### src/smh_pkg.sv
// Shared types and constants of the stereo channel mixer with high-pass filter.
// Used by smh_ctrl, smh_dp and the top level; depends on nothing else.
package smh_pkg;

  localparam int LEVEL_W    = 4;
  localparam int NUM_CH     = 4;
  localparam int IN_DATA_W  = NUM_CH * LEVEL_W;
  localparam int SAMPLE_W   = 16;
  localparam int OUT_DATA_W = 2 * SAMPLE_W;
  localparam int X_W        = 16;
  localparam int BIAS_W     = 48;
  localparam int DIFF_W     = 33;
  localparam int COEF_W     = 18;
  localparam int PROD_W     = DIFF_W + COEF_W;
  localparam int CFG_IDX_W  = 3;
  localparam int CFG_DATA_W = 4;

  localparam logic signed [COEF_W-1:0] HP_COEF = 18'sd57593;

  localparam logic [CFG_IDX_W-1:0] REG_MASTER_ENABLE = 3'd0;
  localparam logic [CFG_IDX_W-1:0] REG_LEFT_ROUTING  = 3'd1;
  localparam logic [CFG_IDX_W-1:0] REG_RIGHT_ROUTING = 3'd2;
  localparam logic [CFG_IDX_W-1:0] REG_LEFT_VOLUME   = 3'd3;
  localparam logic [CFG_IDX_W-1:0] REG_RIGHT_VOLUME  = 3'd4;

  typedef enum logic [2:0] {
    ST_IDLE,
    ST_MUL_L,
    ST_MUL_R,
    ST_ACC_R,
    ST_FIN
  } state_t;

  typedef struct packed {
    logic load_x;
    logic mul_en;
    logic mul_right;
    logic acc_l;
    logic acc_r;
    logic out_load;
  } dp_cmd_t;

endpackage

### src/smh_ctrl.sv
// Sequencer of the stereo mixer: steps the shared filter multiplier through both sides.
// Depends on smh_pkg; drives the command struct of smh_dp.
module smh_ctrl (
  input  logic            clk,
  input  logic            rst_n,
  input  logic            in_tvalid,
  output logic            in_tready,
  output logic            out_tvalid,
  input  logic            out_tready,
  output smh_pkg::dp_cmd_t cmd
);
  import smh_pkg::*;

  state_t state_r, state_nxt;
  logic   out_valid_r, out_valid_nxt;
  logic   slot_free;

  assign slot_free  = !out_valid_r || out_tready;
  assign out_tvalid = out_valid_r;

  always_ff @(posedge clk) begin
    if (!rst_n) begin
      state_r     <= ST_IDLE;
      out_valid_r <= 1'b0;
    end else begin
      state_r     <= state_nxt;
      out_valid_r <= out_valid_nxt;
    end
  end

  always_comb begin
    state_nxt = state_r;
    cmd       = '0;
    in_tready = 1'b0;
    unique case (state_r)
      ST_IDLE: begin
        in_tready = 1'b1;
        if (in_tvalid) begin
          cmd.load_x = 1'b1;
          state_nxt  = ST_MUL_L;
        end
      end
      ST_MUL_L: begin
        cmd.mul_en = 1'b1;
        state_nxt  = ST_MUL_R;
      end
      ST_MUL_R: begin
        cmd.mul_en    = 1'b1;
        cmd.mul_right = 1'b1;
        cmd.acc_l     = 1'b1;
        state_nxt     = ST_ACC_R;
      end
      ST_ACC_R: begin
        cmd.acc_r = 1'b1;
        state_nxt = ST_FIN;
      end
      ST_FIN: begin
        if (slot_free) begin
          cmd.out_load = 1'b1;
          in_tready    = 1'b1;
          if (in_tvalid) begin
            cmd.load_x = 1'b1;
            state_nxt  = ST_MUL_L;
          end else begin
            state_nxt = ST_IDLE;
          end
        end
      end
      default: state_nxt = ST_IDLE;
    endcase
  end

  always_comb begin
    if (cmd.out_load) begin
      out_valid_nxt = 1'b1;
    end else if (out_tready) begin
      out_valid_nxt = 1'b0;
    end else begin
      out_valid_nxt = out_valid_r;
    end
  end

endmodule

### src/smh_dp.sv
// Datapath of the stereo mixer: configuration registers, channel mix, shared filter
// multiplier, the two 48-bit biases and the output register. Depends on smh_pkg.
module smh_dp (
  input  logic                                clk,
  input  logic                                rst_n,
  input  logic                                cfg_we,
  input  logic [smh_pkg::CFG_IDX_W-1:0]       cfg_index,
  input  logic [smh_pkg::CFG_DATA_W-1:0]      cfg_data,
  input  logic [smh_pkg::IN_DATA_W-1:0]       in_tdata,
  input  smh_pkg::dp_cmd_t                    cmd,
  output logic [smh_pkg::OUT_DATA_W-1:0]      out_tdata
);
  import smh_pkg::*;

  logic                     master_enable_r;
  logic [NUM_CH-1:0]        left_routing_r;
  logic [NUM_CH-1:0]        right_routing_r;
  logic [2:0]               left_volume_r;
  logic [2:0]               right_volume_r;

  logic                     en_r;
  logic signed [X_W-1:0]    xl_r, xr_r;
  logic signed [X_W-1:0]    xl_nxt, xr_nxt;
  logic signed [PROD_W-1:0] prod_r, prod_nxt;
  logic signed [BIAS_W-1:0] bias_l_r, bias_r_r;
  logic signed [BIAS_W-1:0] delta;
  logic signed [X_W-1:0]    sel_x;
  logic signed [BIAS_W-1:0] sel_b;
  logic signed [DIFF_W-1:0] diff;
  logic [SAMPLE_W-1:0]      yl, yr;
  logic [OUT_DATA_W-1:0]    out_data_r;

  function automatic logic signed [X_W-1:0] mix_side(
    input logic [IN_DATA_W-1:0] lv,
    input logic [NUM_CH-1:0]    rt,
    input logic [2:0]           vol
  );
    logic [5:0]         s;
    logic signed [15:0] m;
    logic signed [20:0] p;
    logic signed [20:0] q;
    s = '0;
    for (int i = 0; i < NUM_CH; i++) begin
      if (rt[i]) begin
        s = s + {2'b00, lv[LEVEL_W*i +: LEVEL_W]};
      end
    end
    m = $signed({1'b0, s, 9'b0}) - 16'sd16384;
    p = m * $signed({2'b00, {1'b0, vol} + 4'd1});
    q = (p + (p[20] ? 21'sd7 : 21'sd0)) >>> 3;
    return q[X_W:1];
  endfunction

  function automatic logic [SAMPLE_W-1:0] hp_out(
    input logic signed [X_W-1:0]    x,
    input logic signed [BIAS_W-1:0] b
  );
    logic signed [SAMPLE_W:0] y;
    y = {x[X_W-1], x} - {b[BIAS_W-1], b[BIAS_W-1:BIAS_W-SAMPLE_W]};
    if (y[SAMPLE_W] != y[SAMPLE_W-1]) begin
      return y[SAMPLE_W] ? {1'b1, {(SAMPLE_W-1){1'b0}}} : {1'b0, {(SAMPLE_W-1){1'b1}}};
    end
    return y[SAMPLE_W-1:0];
  endfunction

  always_ff @(posedge clk) begin
    if (!rst_n) begin
      master_enable_r <= 1'b0;
      left_routing_r  <= '0;
      right_routing_r <= '0;
      left_volume_r   <= '0;
      right_volume_r  <= '0;
    end else if (cfg_we) begin
      unique case (cfg_index)
        REG_MASTER_ENABLE: master_enable_r <= cfg_data[0];
        REG_LEFT_ROUTING:  left_routing_r  <= cfg_data[NUM_CH-1:0];
        REG_RIGHT_ROUTING: right_routing_r <= cfg_data[NUM_CH-1:0];
        REG_LEFT_VOLUME:   left_volume_r   <= cfg_data[2:0];
        REG_RIGHT_VOLUME:  right_volume_r  <= cfg_data[2:0];
        default: ;
      endcase
    end
  end

  assign xl_nxt = mix_side(in_tdata, left_routing_r, left_volume_r);
  assign xr_nxt = mix_side(in_tdata, right_routing_r, right_volume_r);

  assign sel_x    = cmd.mul_right ? xr_r : xl_r;
  assign sel_b    = cmd.mul_right ? bias_r_r : bias_l_r;
  assign diff     = {sel_x[X_W-1], sel_x, 16'b0} - {sel_b[BIAS_W-1], sel_b[BIAS_W-1:16]};
  assign prod_nxt = diff * HP_COEF;
  assign delta    = {{(BIAS_W-(PROD_W-16)){prod_r[PROD_W-1]}}, prod_r[PROD_W-1:16]};

  always_ff @(posedge clk) begin
    if (cmd.load_x) begin
      xl_r <= xl_nxt;
      xr_r <= xr_nxt;
    end
    if (cmd.mul_en) begin
      prod_r <= prod_nxt;
    end
  end

  always_ff @(posedge clk) begin
    if (!rst_n) begin
      en_r     <= 1'b0;
      bias_l_r <= '0;
      bias_r_r <= '0;
    end else begin
      if (cmd.load_x) begin
        en_r <= master_enable_r;
      end
      if (cmd.acc_l) begin
        bias_l_r <= en_r ? bias_l_r + delta : '0;
      end
      if (cmd.acc_r) begin
        bias_r_r <= en_r ? bias_r_r + delta : '0;
      end
    end
  end

  assign yl = hp_out(xl_r, bias_l_r);
  assign yr = hp_out(xr_r, bias_r_r);

  always_ff @(posedge clk) begin
    if (cmd.out_load) begin
      out_data_r <= en_r ? {yr, yl} : '0;
    end
  end

  assign out_tdata = out_data_r;

endmodule

### src/stereo_channel_mixer_highpass_top.sv
// Stereo channel mixer with DC-blocking high-pass: each input transaction carries four
// 4-bit channel levels and yields one transaction with the filtered left and right
// samples, or zeros if the master enable was off at acceptance. Each accepted item
// steps through ST_MUL_L, ST_MUL_R, ST_ACC_R and ST_FIN, where its result is loaded
// into the output register; a new item is taken only in ST_IDLE or in the cycle that
// result is loaded, so the block takes no new item before it is through with the last
// one. ST_MUL_L and ST_MUL_R run the one filter multiplier shared by both sides, the
// left bias update overlapping the right product; ST_ACC_R updates the right bias and
// ST_FIN saturates both samples into the output register. A result that waits on
// out_tready holds the next item at that last step. Configuration writes are always
// accepted and take effect for the next item. Depends on smh_pkg, smh_ctrl and smh_dp.
module stereo_channel_mixer_highpass_top (
  input  logic                            clk,
  input  logic                            rst_n,
  input  logic                            in_tvalid,
  output logic                            in_tready,
  // [3:0] square_one_level, [7:4] square_two_level, [11:8] wave_level, [15:12] noise_level
  input  logic [smh_pkg::IN_DATA_W-1:0]   in_tdata,
  output logic                            out_tvalid,
  input  logic                            out_tready,
  // [15:0] left_sample, [31:16] right_sample
  output logic [smh_pkg::OUT_DATA_W-1:0]  out_tdata,
  input  logic                            cfg_valid,
  output logic                            cfg_ready,
  input  logic [smh_pkg::CFG_IDX_W-1:0]   cfg_index,
  input  logic [smh_pkg::CFG_DATA_W-1:0]  cfg_data
);
  import smh_pkg::*;

  dp_cmd_t cmd;
  logic    cfg_we;

  assign cfg_ready = 1'b1;
  assign cfg_we    = cfg_valid && cfg_ready;

  smh_ctrl u_ctrl (
    .clk        (clk),
    .rst_n      (rst_n),
    .in_tvalid  (in_tvalid),
    .in_tready  (in_tready),
    .out_tvalid (out_tvalid),
    .out_tready (out_tready),
    .cmd        (cmd)
  );

  smh_dp u_dp (
    .clk       (clk),
    .rst_n     (rst_n),
    .cfg_we    (cfg_we),
    .cfg_index (cfg_index),
    .cfg_data  (cfg_data),
    .in_tdata  (in_tdata),
    .cmd       (cmd),
    .out_tdata (out_tdata)
  );

  a_busy_after_accept: assert property (@(posedge clk) disable iff (!rst_n)
    in_tvalid && in_tready |=> !in_tready)
    else $error("input accepted while the filter sequence was still running");

  a_no_result_overwrite: assert property (@(posedge clk) disable iff (!rst_n)
    cmd.out_load |-> (!out_tvalid || out_tready))
    else $error("result loaded over one that was not yet taken");

  a_load_shows_valid: assert property (@(posedge clk) disable iff (!rst_n)
    cmd.out_load |=> out_tvalid)
    else $error("loaded result not presented");

  a_single_bias_update: assert property (@(posedge clk) disable iff (!rst_n)
    !(cmd.acc_l && cmd.acc_r))
    else $error("both biases updated from one product");

endmodule
### config.mk
export PLATFORM = sky130hd
export DESIGN_NAME = stereo_channel_mixer_highpass_top
export DESIGN_NICKNAME = d
export VERILOG_FILES = /design/src/smh_pkg.sv /design/src/smh_ctrl.sv /design/src/smh_dp.sv /design/src/stereo_channel_mixer_highpass_top.sv
export SDC_FILE = /design/constraint.sdc
export NUM_CORES = 1
export LEC_CHECK = 0
export BUFFER_PORTS_ARGS = -buffer_cell sky130_fd_sc_hd__clkbuf_2
export CORE_AREA = 5 5 204 255
export DETAILED_ROUTE_END_ITERATION = 7
export DIE_AREA = 0 0 209 260
export GPL_ROUTABILITY_DRIVEN = 0
export PLACE_DENSITY_LB_ADDON = 0.25
export SLEW_MARGIN = 30
export SYNTH_ARGS = -nofsm -noshare
export SYNTH_HDL_FRONTEND = slang
export SYNTH_HIERARCHICAL = 1
export SYNTH_SLANG_ARGS = --single-unit
### constraint.sdc
create_clock -name clk -period 25.1 [get_ports clk]
set_clock_uncertainty 0.15 [all_clocks]
set_input_delay 1.255 -clock clk [delete_from_list [all_inputs] [get_ports clk]]
set_output_delay 1.255 -clock clk [all_outputs]
set_load 0.05 [all_outputs]
-- Yosys cells after proc, flatten, opt, wreduce, memory -nomap -nowiden
Index checks and enable logic that the tools add are counted.
- flip-flop bits (word level): 231
- bits of input ports: 28
- output and inout bits: 35
- logic and storage cells: 95
- $add $sub $neg: 17
- multiply operators: 3
- eq/ne operators: 12
- multiplexer cells: 37
- reduce and logical (&&, ||, !) cells: 12
- operator list (cell ; count):
    $mux W48 ; 3
    $mux W16 ; 7
    $add A48 B48 Y48 ; 2
    $mul A33 B17 Y50 const B ; 1
    $mul A16 B5 Y21 ; 2
    $add A20 B20 Y20 ; 2
    $mux W6 ; 6
    $sub A16 B16 Y17 ; 2
    $sub A32 B32 Y33 ; 1
    $sub A15 B15 Y16 const B ; 2
    $add A6 B4 Y6 ; 4
    $pmux W3 S5 ; 1
    $eq A3 B2 Y1 const B ; 4
    $mux W3 ; 4
    $reduce_and A2 Y1 ; 6
    $mux W1 ; 11
    $add A4 B4 Y5 ; 2
    $add A3 B1 Y4 const B ; 2
    $mux W4 ; 2
    $eq A3 B1 Y1 const B ; 2
    $eq A3 B3 Y1 const B ; 2
    $logic_not A3 Y1 ; 2
    $pmux W1 S2 ; 2
    $mux W2 ; 1
    other kinds (7) ; 8

-- Logic depth before layout (Yosys ltp)
Gate-level depths: netlist of the first run.
- depth after elaboration: 11
- gate-level depth with buffers: 38
- depth with buffers taken out: 34

-- Hierarchy
The synthesis of the first run kept the hierarchy.
- modules (own cells, without submodules) (module ; times used ; cells an instance ; area an instance (um^2) ; sequential area each (um^2)):
    smh_dp ; 1 ; 3156 ; 27915.5 ; 4884.7
    smh_ctrl ; 1 ; 23 ; 229.0 ; 80.1
    stereo_channel_mixer_highpass_top ; 1 ; 2 ; 11.3 ; 0.0

-- Worst setup path before layout of the first run
OpenSTA, ideal clock, no wires.
- path kind: reg2reg
- start point: register u_ctrl.state_r[1]
- end point: register u_dp.prod_r[44], data pin
- library setup time: 262 ps
- arrival: 8952 ps
- data required time: 24688 ps
- path slack: 15735 ps
- cell stages (with the launch flop): 35
- path buffers: 6
- cell sequence: dfxtp_1 > nor3b_1 > buf_4 > buf_6 > buf_6 > clkbuf_1 > clkbuf_1 > mux2_2 > ha_1 > nor3b_1 > a311o_1 > and2_1 > nor2_1 > xnor2_1 > ha_1 > xnor2_1 > fa_1 > inv_1 > ha_1 > fa_1 > fa_1 > inv_1 > fa_1 > inv_1 > ha_1 > clkbuf_1 > a21o_1 > a211oi_1 > nand2_1 > a21oi_1 > o31a_1 > o221ai_4 > a2111oi_0 > nor3_2 > xor2_1
- RTL lines (item ; RTL line ; source):
    from (decl) ; smh_ctrl.sv:14 ; state_t state_r, state_nxt;
    from (signal assigned) ; smh_ctrl.sv:26 ; state_r <= state_nxt;
    to (signal assigned) ; smh_dp.sv:100 ; prod_r <= prod_nxt;
    to (decl) ; smh_dp.sv:24 ; logic signed [PROD_W-1:0] prod_r, prod_nxt;

-- Worst setup path in the final report of the first run
- start point: register u_ctrl.state_r[1]
- end point: register u_dp.prod_r[44], data pin
- word-level cells in the longest chain between the ends: 5
- RTL lines (item ; RTL line ; source):
    $eq A3 B2 Y1 * ; smh_ctrl.sv:35 ; unique case (state_r)
    $mux W2 * ; smh_ctrl.sv:35 ;
    $mux W48 / $mux W16 (equally long branches) ; smh_dp.sv:89, smh_dp.sv:88 ;
    $sub A32 B32 Y33 * ; smh_dp.sv:90 ; assign diff = {sel_x[X_W-1], sel_x, 16'b0} - {sel_b[BIAS_W-1], sel_b[BIAS_W-1:16]};
    $mul A33 B17 Y50 * ; smh_dp.sv:91 ; assign prod_nxt = diff * HP_COEF;
    named net u_dp.prod_nxt[44] ; smh_dp.sv:24 ;
The timed path passes the listed nets; every way through them passes the cells marked *.
A chain may end at the register's enable or synchronous reset.

==> impl_metrics.tcl, run 1 <==
set metrics [dict create \
    fin_setup_tns_ps 0 \
    clk_pin_slew_ps 70 \
    num_antenna_cells 0 \
    worstPathRequired_ps 25240 \
    routed_wl_mm 70.6 \
    slew_headroom_pct 34.7 \
    slowest_stage "buf_4" \
    yosys.area.top_type_share_pct 17.9 \
    max_freq_mhz 97.4 \
    num_vias 22200 \
    period_minus_slack_ps 10260 \
    cp-start-kind "flop" \
    grt-ovfl-total 0 \
    grt_pass1_wl_mm 115 \
    cts_tree "yes" \
    core_area_sq_um 49200 \
    cp_max_fo 69 \
    syn-num-nets 3842 \
    dr.pass1.iters 5 \
    areaGrowthSynthToFinish_pct 6.39 \
    cts_buffer_depth 3 \
    die_height_microns 260 \
    grt_use_total_pct 25.8 \
    tightest_slew_ps 966 \
    synth_commonest_cells "639 x inv_1, 402 x ha_1, 231 x fa_1, 185 x a21oi_1, 152 x xnor2_1" \
    dieArea_sq_um 54300 \
    cp-end-kind "flop" \
    yosys-top-cells-area "ha_1 18%, fa_1 16%, edfxtp_1 9.4%" \
    synthArstFlopShare_pct 0 \
    antenna_found_initial 0 \
    wl_per_cell_microns 18.2 \
    clock_latency_ps 550 \
    drive_gt1_share_pct 6.34 \
    start_util_pct 57.2 \
    postRouteAntennaNets 0 \
    post-dp-hpwl_mm 58.6 \
    rows 91 \
    ys_seq_area_share_pct 17.6 \
    maxCapViolations 0 \
    cts_sinks 204 \
    syn_avg_cell_area_sq_um 8.85 \
    hold_violations 0 \
    cts_buffers 24 \
    max_stage_delay_ps 730 \
    cts_root_buffer "clkbuf_16" \
    synth.largest_area_cell "ha_1" \
    synth_warnings 6 \
    syn_inst 3181 \
    critical_path_class "reg -> reg" \
    syn-cell-area_sq_um 28200 \
    cts_hold_buf 0 \
    rsz0062_at_grt "no" \
    die_w_microns 209 \
    status "complete, no violations" \
    synthDistinctLibCells 101 \
    drcViolationCount 0 \
    synth_enable_flop_cells 88 \
    finalSetupViolations 0 \
    worstPathArrival_ps 10400 \
    nFillCells 4221 \
    io_buffers 61 \
    cts_setup_buffers 0 \
    hp-class "reg -> reg" \
    slew_violations 0 \
    cts_resized 0 \
    yosysMostFrequentCell "inv_1" \
    first_global_vias 23200 \
    drt-initial-drc-count 1204 \
    viasPerCell 5.74 \
    fin_nets 3864 \
    htreeDepth 1 \
    ios 63 \
    fin_crit_sh_pct 40.9 \
    grt_max_degree 80 \
    synth_seq_cells 204 \
    synth_ff_type "dfxtp_1" \
]
-- flip-flops by register name (all words and copies together) (netlist names) --
name,count
u_ctrl/out_tvalid,1
u_dp/right_routing_r,4
u_dp/xl_r,11
u_dp/right_volume_r,3
u_ctrl/state_r,3
u_dp/xr_r,11
u_dp/out_tdata,32
u_dp/left_volume_r,3
u_dp/master_enable_r,1
u_dp/prod_r,34
u_dp/en_r,1
u_dp/left_routing_r,4
u_dp/bias_l_r,48
u_dp/bias_r_r,48
-- final cells by class --
type | instances | area (sq um) | area share, %
Timing Repair Buffer | 76 | 433 | 1.45
Tap cell | 651 | 815 | 2.72
Multi-Input combinational cell | 2255 | 20500 | 68.4
Clock buffer | 29 | 629 | 2.10
Inverter | 642 | 2410 | 8.05
Clock inverter | 13 | 203 | 0.677
Sequential cell | 204 | 4960 | 16.6
-- metrics by stage --
step / setup WS (ps) / util (%) / instances / hold slack (ps) / cell area [sq um]
floorplan: 15740 / - / 3181 / 300 / 28200
global placement: 15440 / 59.0 / 3825 / 320 / 29000
detailed placement: 14940 / 59.1 / 3826 / 330 / 29100
CTS: 14870 / 60.8 / 3868 / 340 / 29900
global route: 14360 / 60.9 / 3870 / 363 / 30000
finish: 14840 / 60.9 / 3870 / 341 / 30000
-- metal layers --
| metal | up-vias | GRT usage [%] | share of wire (%) |
|---|---|---|---|
| met5 | - | 0 | 0 |
| met4 | 0 | 13.2 | 6.7 |
| met3 | 209 | 2.61 | 3.6 |
| met2 | 563 | 47.4 | 50 |
| met1 | 10800 | 29.7 | 39 |
| li1 | 10700 | - | - |
-- final timing paths --
kind	start	endpoint	slack [ps]	cells after the start
max	u_ctrl/state_r[1]$_SDFFE_PN0P_	u_dp/prod_r[44]$_DFFE_PP_	14840	30
max reg2reg	u_ctrl/state_r[1]$_SDFFE_PN0P_	u_dp/prod_r[44]$_DFFE_PP_	14840	30
min	u_dp/bias_l_r[31]$_SDFFE_PN0P_	u_dp/bias_l_r[31]$_SDFFE_PN0P_	340	2
min reg2reg	u_dp/bias_l_r[31]$_SDFFE_PN0P_	u_dp/bias_l_r[31]$_SDFFE_PN0P_	340	2
-- logic make-up after synthesis --
family	synth area share, %
adders and majority gates	34.4
xor gates and xnor gates	7.57
muxes	2.64
AOI/OAI and AO/OA	16.1
DFF	17.6
other	0.0267
buffers and inverters	9.80
and+or+nand+nor	11.8
-- placed cells by master (no fill, tap or decap), types with 39 or more instances in the layout --
cell	instances
a21o_1	114
a21oi_1	184
and2_1	71
clkbuf_2	61
dfxtp_1	116
edfxtp_1	88
fa_1	231
ha_1	402
inv_1	639
mux2i_1	46
nand2_1	132
nand3_1	39
nor2_1	138
nor2b_1	62
o21ai_0	98
o22ai_1	42
xnor2_1	149
xor2_1	80
-- critical path, delay by kind of cell (launching register included) --
family / cells / cell delay (ps)
AOI/OAI and AO/OA: 7 / 2200
xor gates and xnor gates: 2 / 690
adders and majority gates: 7 / 3290
buffers and inverters: 6 / 1140
DFF: 1 / 450
muxes: 1 / 550
and+or+nand+nor: 7 / 1460
Power of run 1 is not shown: default switching activity piles up to over one toggle a cycle in this logic, so the estimate is an artifact.
==> inputs of run 2 (changes only) <==
--- a/config.mk
+++ b/config.mk
@@ -5,10 +5,11 @@
 export SDC_FILE = /design/constraint.sdc
 export NUM_CORES = 1
 export LEC_CHECK = 0
+export ABC_AREA = 1
 export BUFFER_PORTS_ARGS = -buffer_cell sky130_fd_sc_hd__clkbuf_2
-export CORE_AREA = 5 5 204 255
+export CORE_AREA = 5 5 212 266
 export DETAILED_ROUTE_END_ITERATION = 7
-export DIE_AREA = 0 0 209 260
+export DIE_AREA = 0 0 217 271
 export GPL_ROUTABILITY_DRIVEN = 0
 export PLACE_DENSITY_LB_ADDON = 0.25
 export SLEW_MARGIN = 30
==> constraint.sdc (replaced) <==
create_clock -name clk -period 8.4 [get_ports clk]
set_clock_uncertainty 0.15 [all_clocks]
set_input_delay 0.42 -clock clk [delete_from_list [all_inputs] [get_ports clk]]
set_output_delay 0.42 -clock clk [all_outputs]
set_load 0.05 [all_outputs]
==> run 2 against run 1 <==
  * The flow now finishes with violations (DRC)
  * Utilization rose by 1.0 points
  * Synthesized cell count rose by 37%
  * Flip-flop and latch count did not move
  * Final cell count rose by 33%
  * Worst hold slack got worse by 330 ps
  * Critical path type unchanged
  * Highest routed layer unchanged
==> impl_metrics.tcl, run 2 <==
set metrics [dict create \
    io_buffers 61 \
    finalSetupViolations 0 \
    drt-initial-drc-count 2400 \
    grt_pass1_wl_mm 141 \
    maxCapViolations 0 \
    cp-start-kind "flop" \
    tightest_slew_ps 932 \
    routed_wl_mm 88.0 \
    wl_per_cell_microns 17.1 \
    syn-num-nets 5017 \
    cp_max_fo 39 \
    timing.hold.ws_ps 13.2 \
    drive_gt1_share_pct 5.60 \
    yosys-top-cells-area "ha_1 16%, fa_1 15%, inv_1 12%" \
    final_design_area_no_fill_sq_um 33000 \
    layout.cells.most_common "inv_1" \
    post-dp-hpwl_mm 74.7 \
    cts_buffers 27 \
    yosysMostFrequentCell "inv_1" \
    die_height_microns 271 \
    period_minus_slack_ps 7970 \
    synth_warnings 6 \
    slowest_stage "fa_1" \
    synth_ff_type "dfxtp_1" \
    core_area_sq_um 53400 \
    postRouteAntennaNets 0 \
    fin_crit_sh_pct 94.8 \
    worstPathRequired_ps 8540 \
    cts_tree "yes" \
    status "finished, violations left" \
    cp-end-kind "flop" \
    post-place-ws_ps 204 \
    synthArstFlopShare_pct 0 \
    hp-class "in -> reg" \
    cts_root_buffer "clkbuf_16" \
    syn_inst 4356 \
    ys_seq_area_share_pct 16.1 \
    r2r-start "u_ctrl/state_r[0]$_SDFFE_PN0P_" \
    cp_top_family "adder cells" \
    dr.pass1.iters 8 \
    die_w_microns 217 \
    min_from "out_tready" \
    num_vias 28500 \
    grt.met1_usage_pct 36.3 \
    htreeDepth 1 \
    clock_latency_ps 570 \
    rows 95 \
    synthDistinctLibCells 57 \
    slew_violations 0 \
    hold_violations 0 \
    num_antenna_cells 0 \
    viasPerCell 5.55 \
    ios 63 \
    start_util_pct 57.6 \
    grt_use_met3_pct 2.75 \
    yosys.area.top_type_share_pct 16.3 \
    clk_pin_slew_ps 60 \
    synth.largest_area_cell "ha_1" \
    final_cell_mix "956 x inv_1, 794 x nand2_1, 433 x a21oi_1, 399 x ha_1, 397 x nor2_1" \
    grt_max_degree 62 \
    grt_busiest_layer "met2" \
    dieArea_sq_um 58800 \
    fin_nets 5106 \
    syn_avg_cell_area_sq_um 7.06 \
    syn-cell-area_sq_um 30800 \
    cts_hold_buf 0 \
    dp_cells 5090 \
    grt-ovfl-total 0 \
    final_cells 5145 \
    violations "DRC" \
    grt_use_met2_pct 52.6 \
    worstPathArrival_ps 8110 \
    first_global_vias 28000 \
    drcViolationCount 1 \
    cts_sinks 204 \
    max_freq_mhz 126 \
    slew_headroom_pct 37.8 \
    dpl_cell_area_sq_um 32000 \
    cp-startpoint "u_ctrl/state_r[0]$_SDFFE_PN0P_" \
    synth_enable_flop_cells 88 \
    cp_num_buf_inv 8 \
    cts_buffer_depth 3 \
    areaGrowthSynthToFinish_pct 7.37 \
    synth_commonest_cells "956 x inv_1, 797 x nand2_1, 438 x a21oi_1, 402 x ha_1, 401 x nor2_1" \
    synth_seq_cells 204 \
    setup_ws_ps 434 \
    critical_path_class "reg -> reg" \
    max_stage_delay_ps 550 \
    grt_use_total_pct 29.4 \
    largestRegisters "u_dp/bias_l_r x48, u_dp/bias_r_r x48, u_dp/prod_r x34" \
    antenna_found_initial 0 \
]
## run 2: changes by cell type in the layout (fill, tap and decap cells not counted), moves of 31 or more
cell	delta
nor2b_1	-62
nand3_1	+121
nand2_1	+662
mux2i_1	-45
o22ai_1	-42
nor2_1	+259
a21o_1	-85
a21oi_1	+249
buf_4	+31
inv_1	+317
xnor2_1	-105
and2_1	-69
o21ai_0	+163
nand2_2	+36
## run 2: cells by family (layout without fill, tap and decap cells)
group                      after synthesis  in the layout  synth area share [%]
adders and majority gates              633            633                  31.4
muxes                                    1              1                0.0325
AOI/OAI and AO/OA                      844            844                  14.9
DFF                                    204            204                  16.1
xor gates and xnor gates               144            144                  4.45
and+or+nand+nor                       1520           1520                  20.6
other                                    2              2                0.0244
buffers and inverters                 1008           1118                  12.5
## run 2: path summary, 6_finish.rpt
kind	endpoint	slack, ps	cells after the start
setup / recovery	u_dp/prod_r[42]$_DFFE_PP_	430	32
hold / removal	u_ctrl/out_tvalid$_SDFFE_PN0P_	10	4
setup reg to reg	u_dp/prod_r[42]$_DFFE_PP_	430	32
hold reg to reg	u_dp/bias_l_r[3]$_SDFFE_PN0P_	320	2
## run 2: final cells by class
type / instances / area, sq um
clock inverter: 16 / 200
clock buffer: 34 / 732
inverter: 963 / 3620
timing repair buffer: 105 / 639
tap: 679 / 850
sequential: 204 / 4960
multi-input combinational: 3144 / 22000
fill: 4932 / 20300
## run 2: stage by stage
step                      utilization, %  setup TNS, ps
after floorplan                        -              0
after global placement              60.0              0
after detailed placement            60.0              0
after CTS                           61.7              0
after global routing                61.9          -7.89
final                               61.9              0
## run 2: what timing repair did
item                                   CTS  global route
buffers inserted                         0             5
gates resized for setup                  0            17
endpoints found under the hold margin    0             0
setup endpoints to repair                0            13
## run 2: metal layers
layer | share of wire, % | up-vias
met4 | 4.9 | 0
met5 | 0 | -
met2 | 49 | 1034
met3 | 5.8 | 263
li1 | - | 14000
met1 | 40 | 13200
## run 2: tightest hold or removal path: cells and delay by family
family	cells	cell delay (ps)
buf+inv	2	130
compound gates	1	60
simple gates	1	60
Power of run 2 is left out for the same reason.
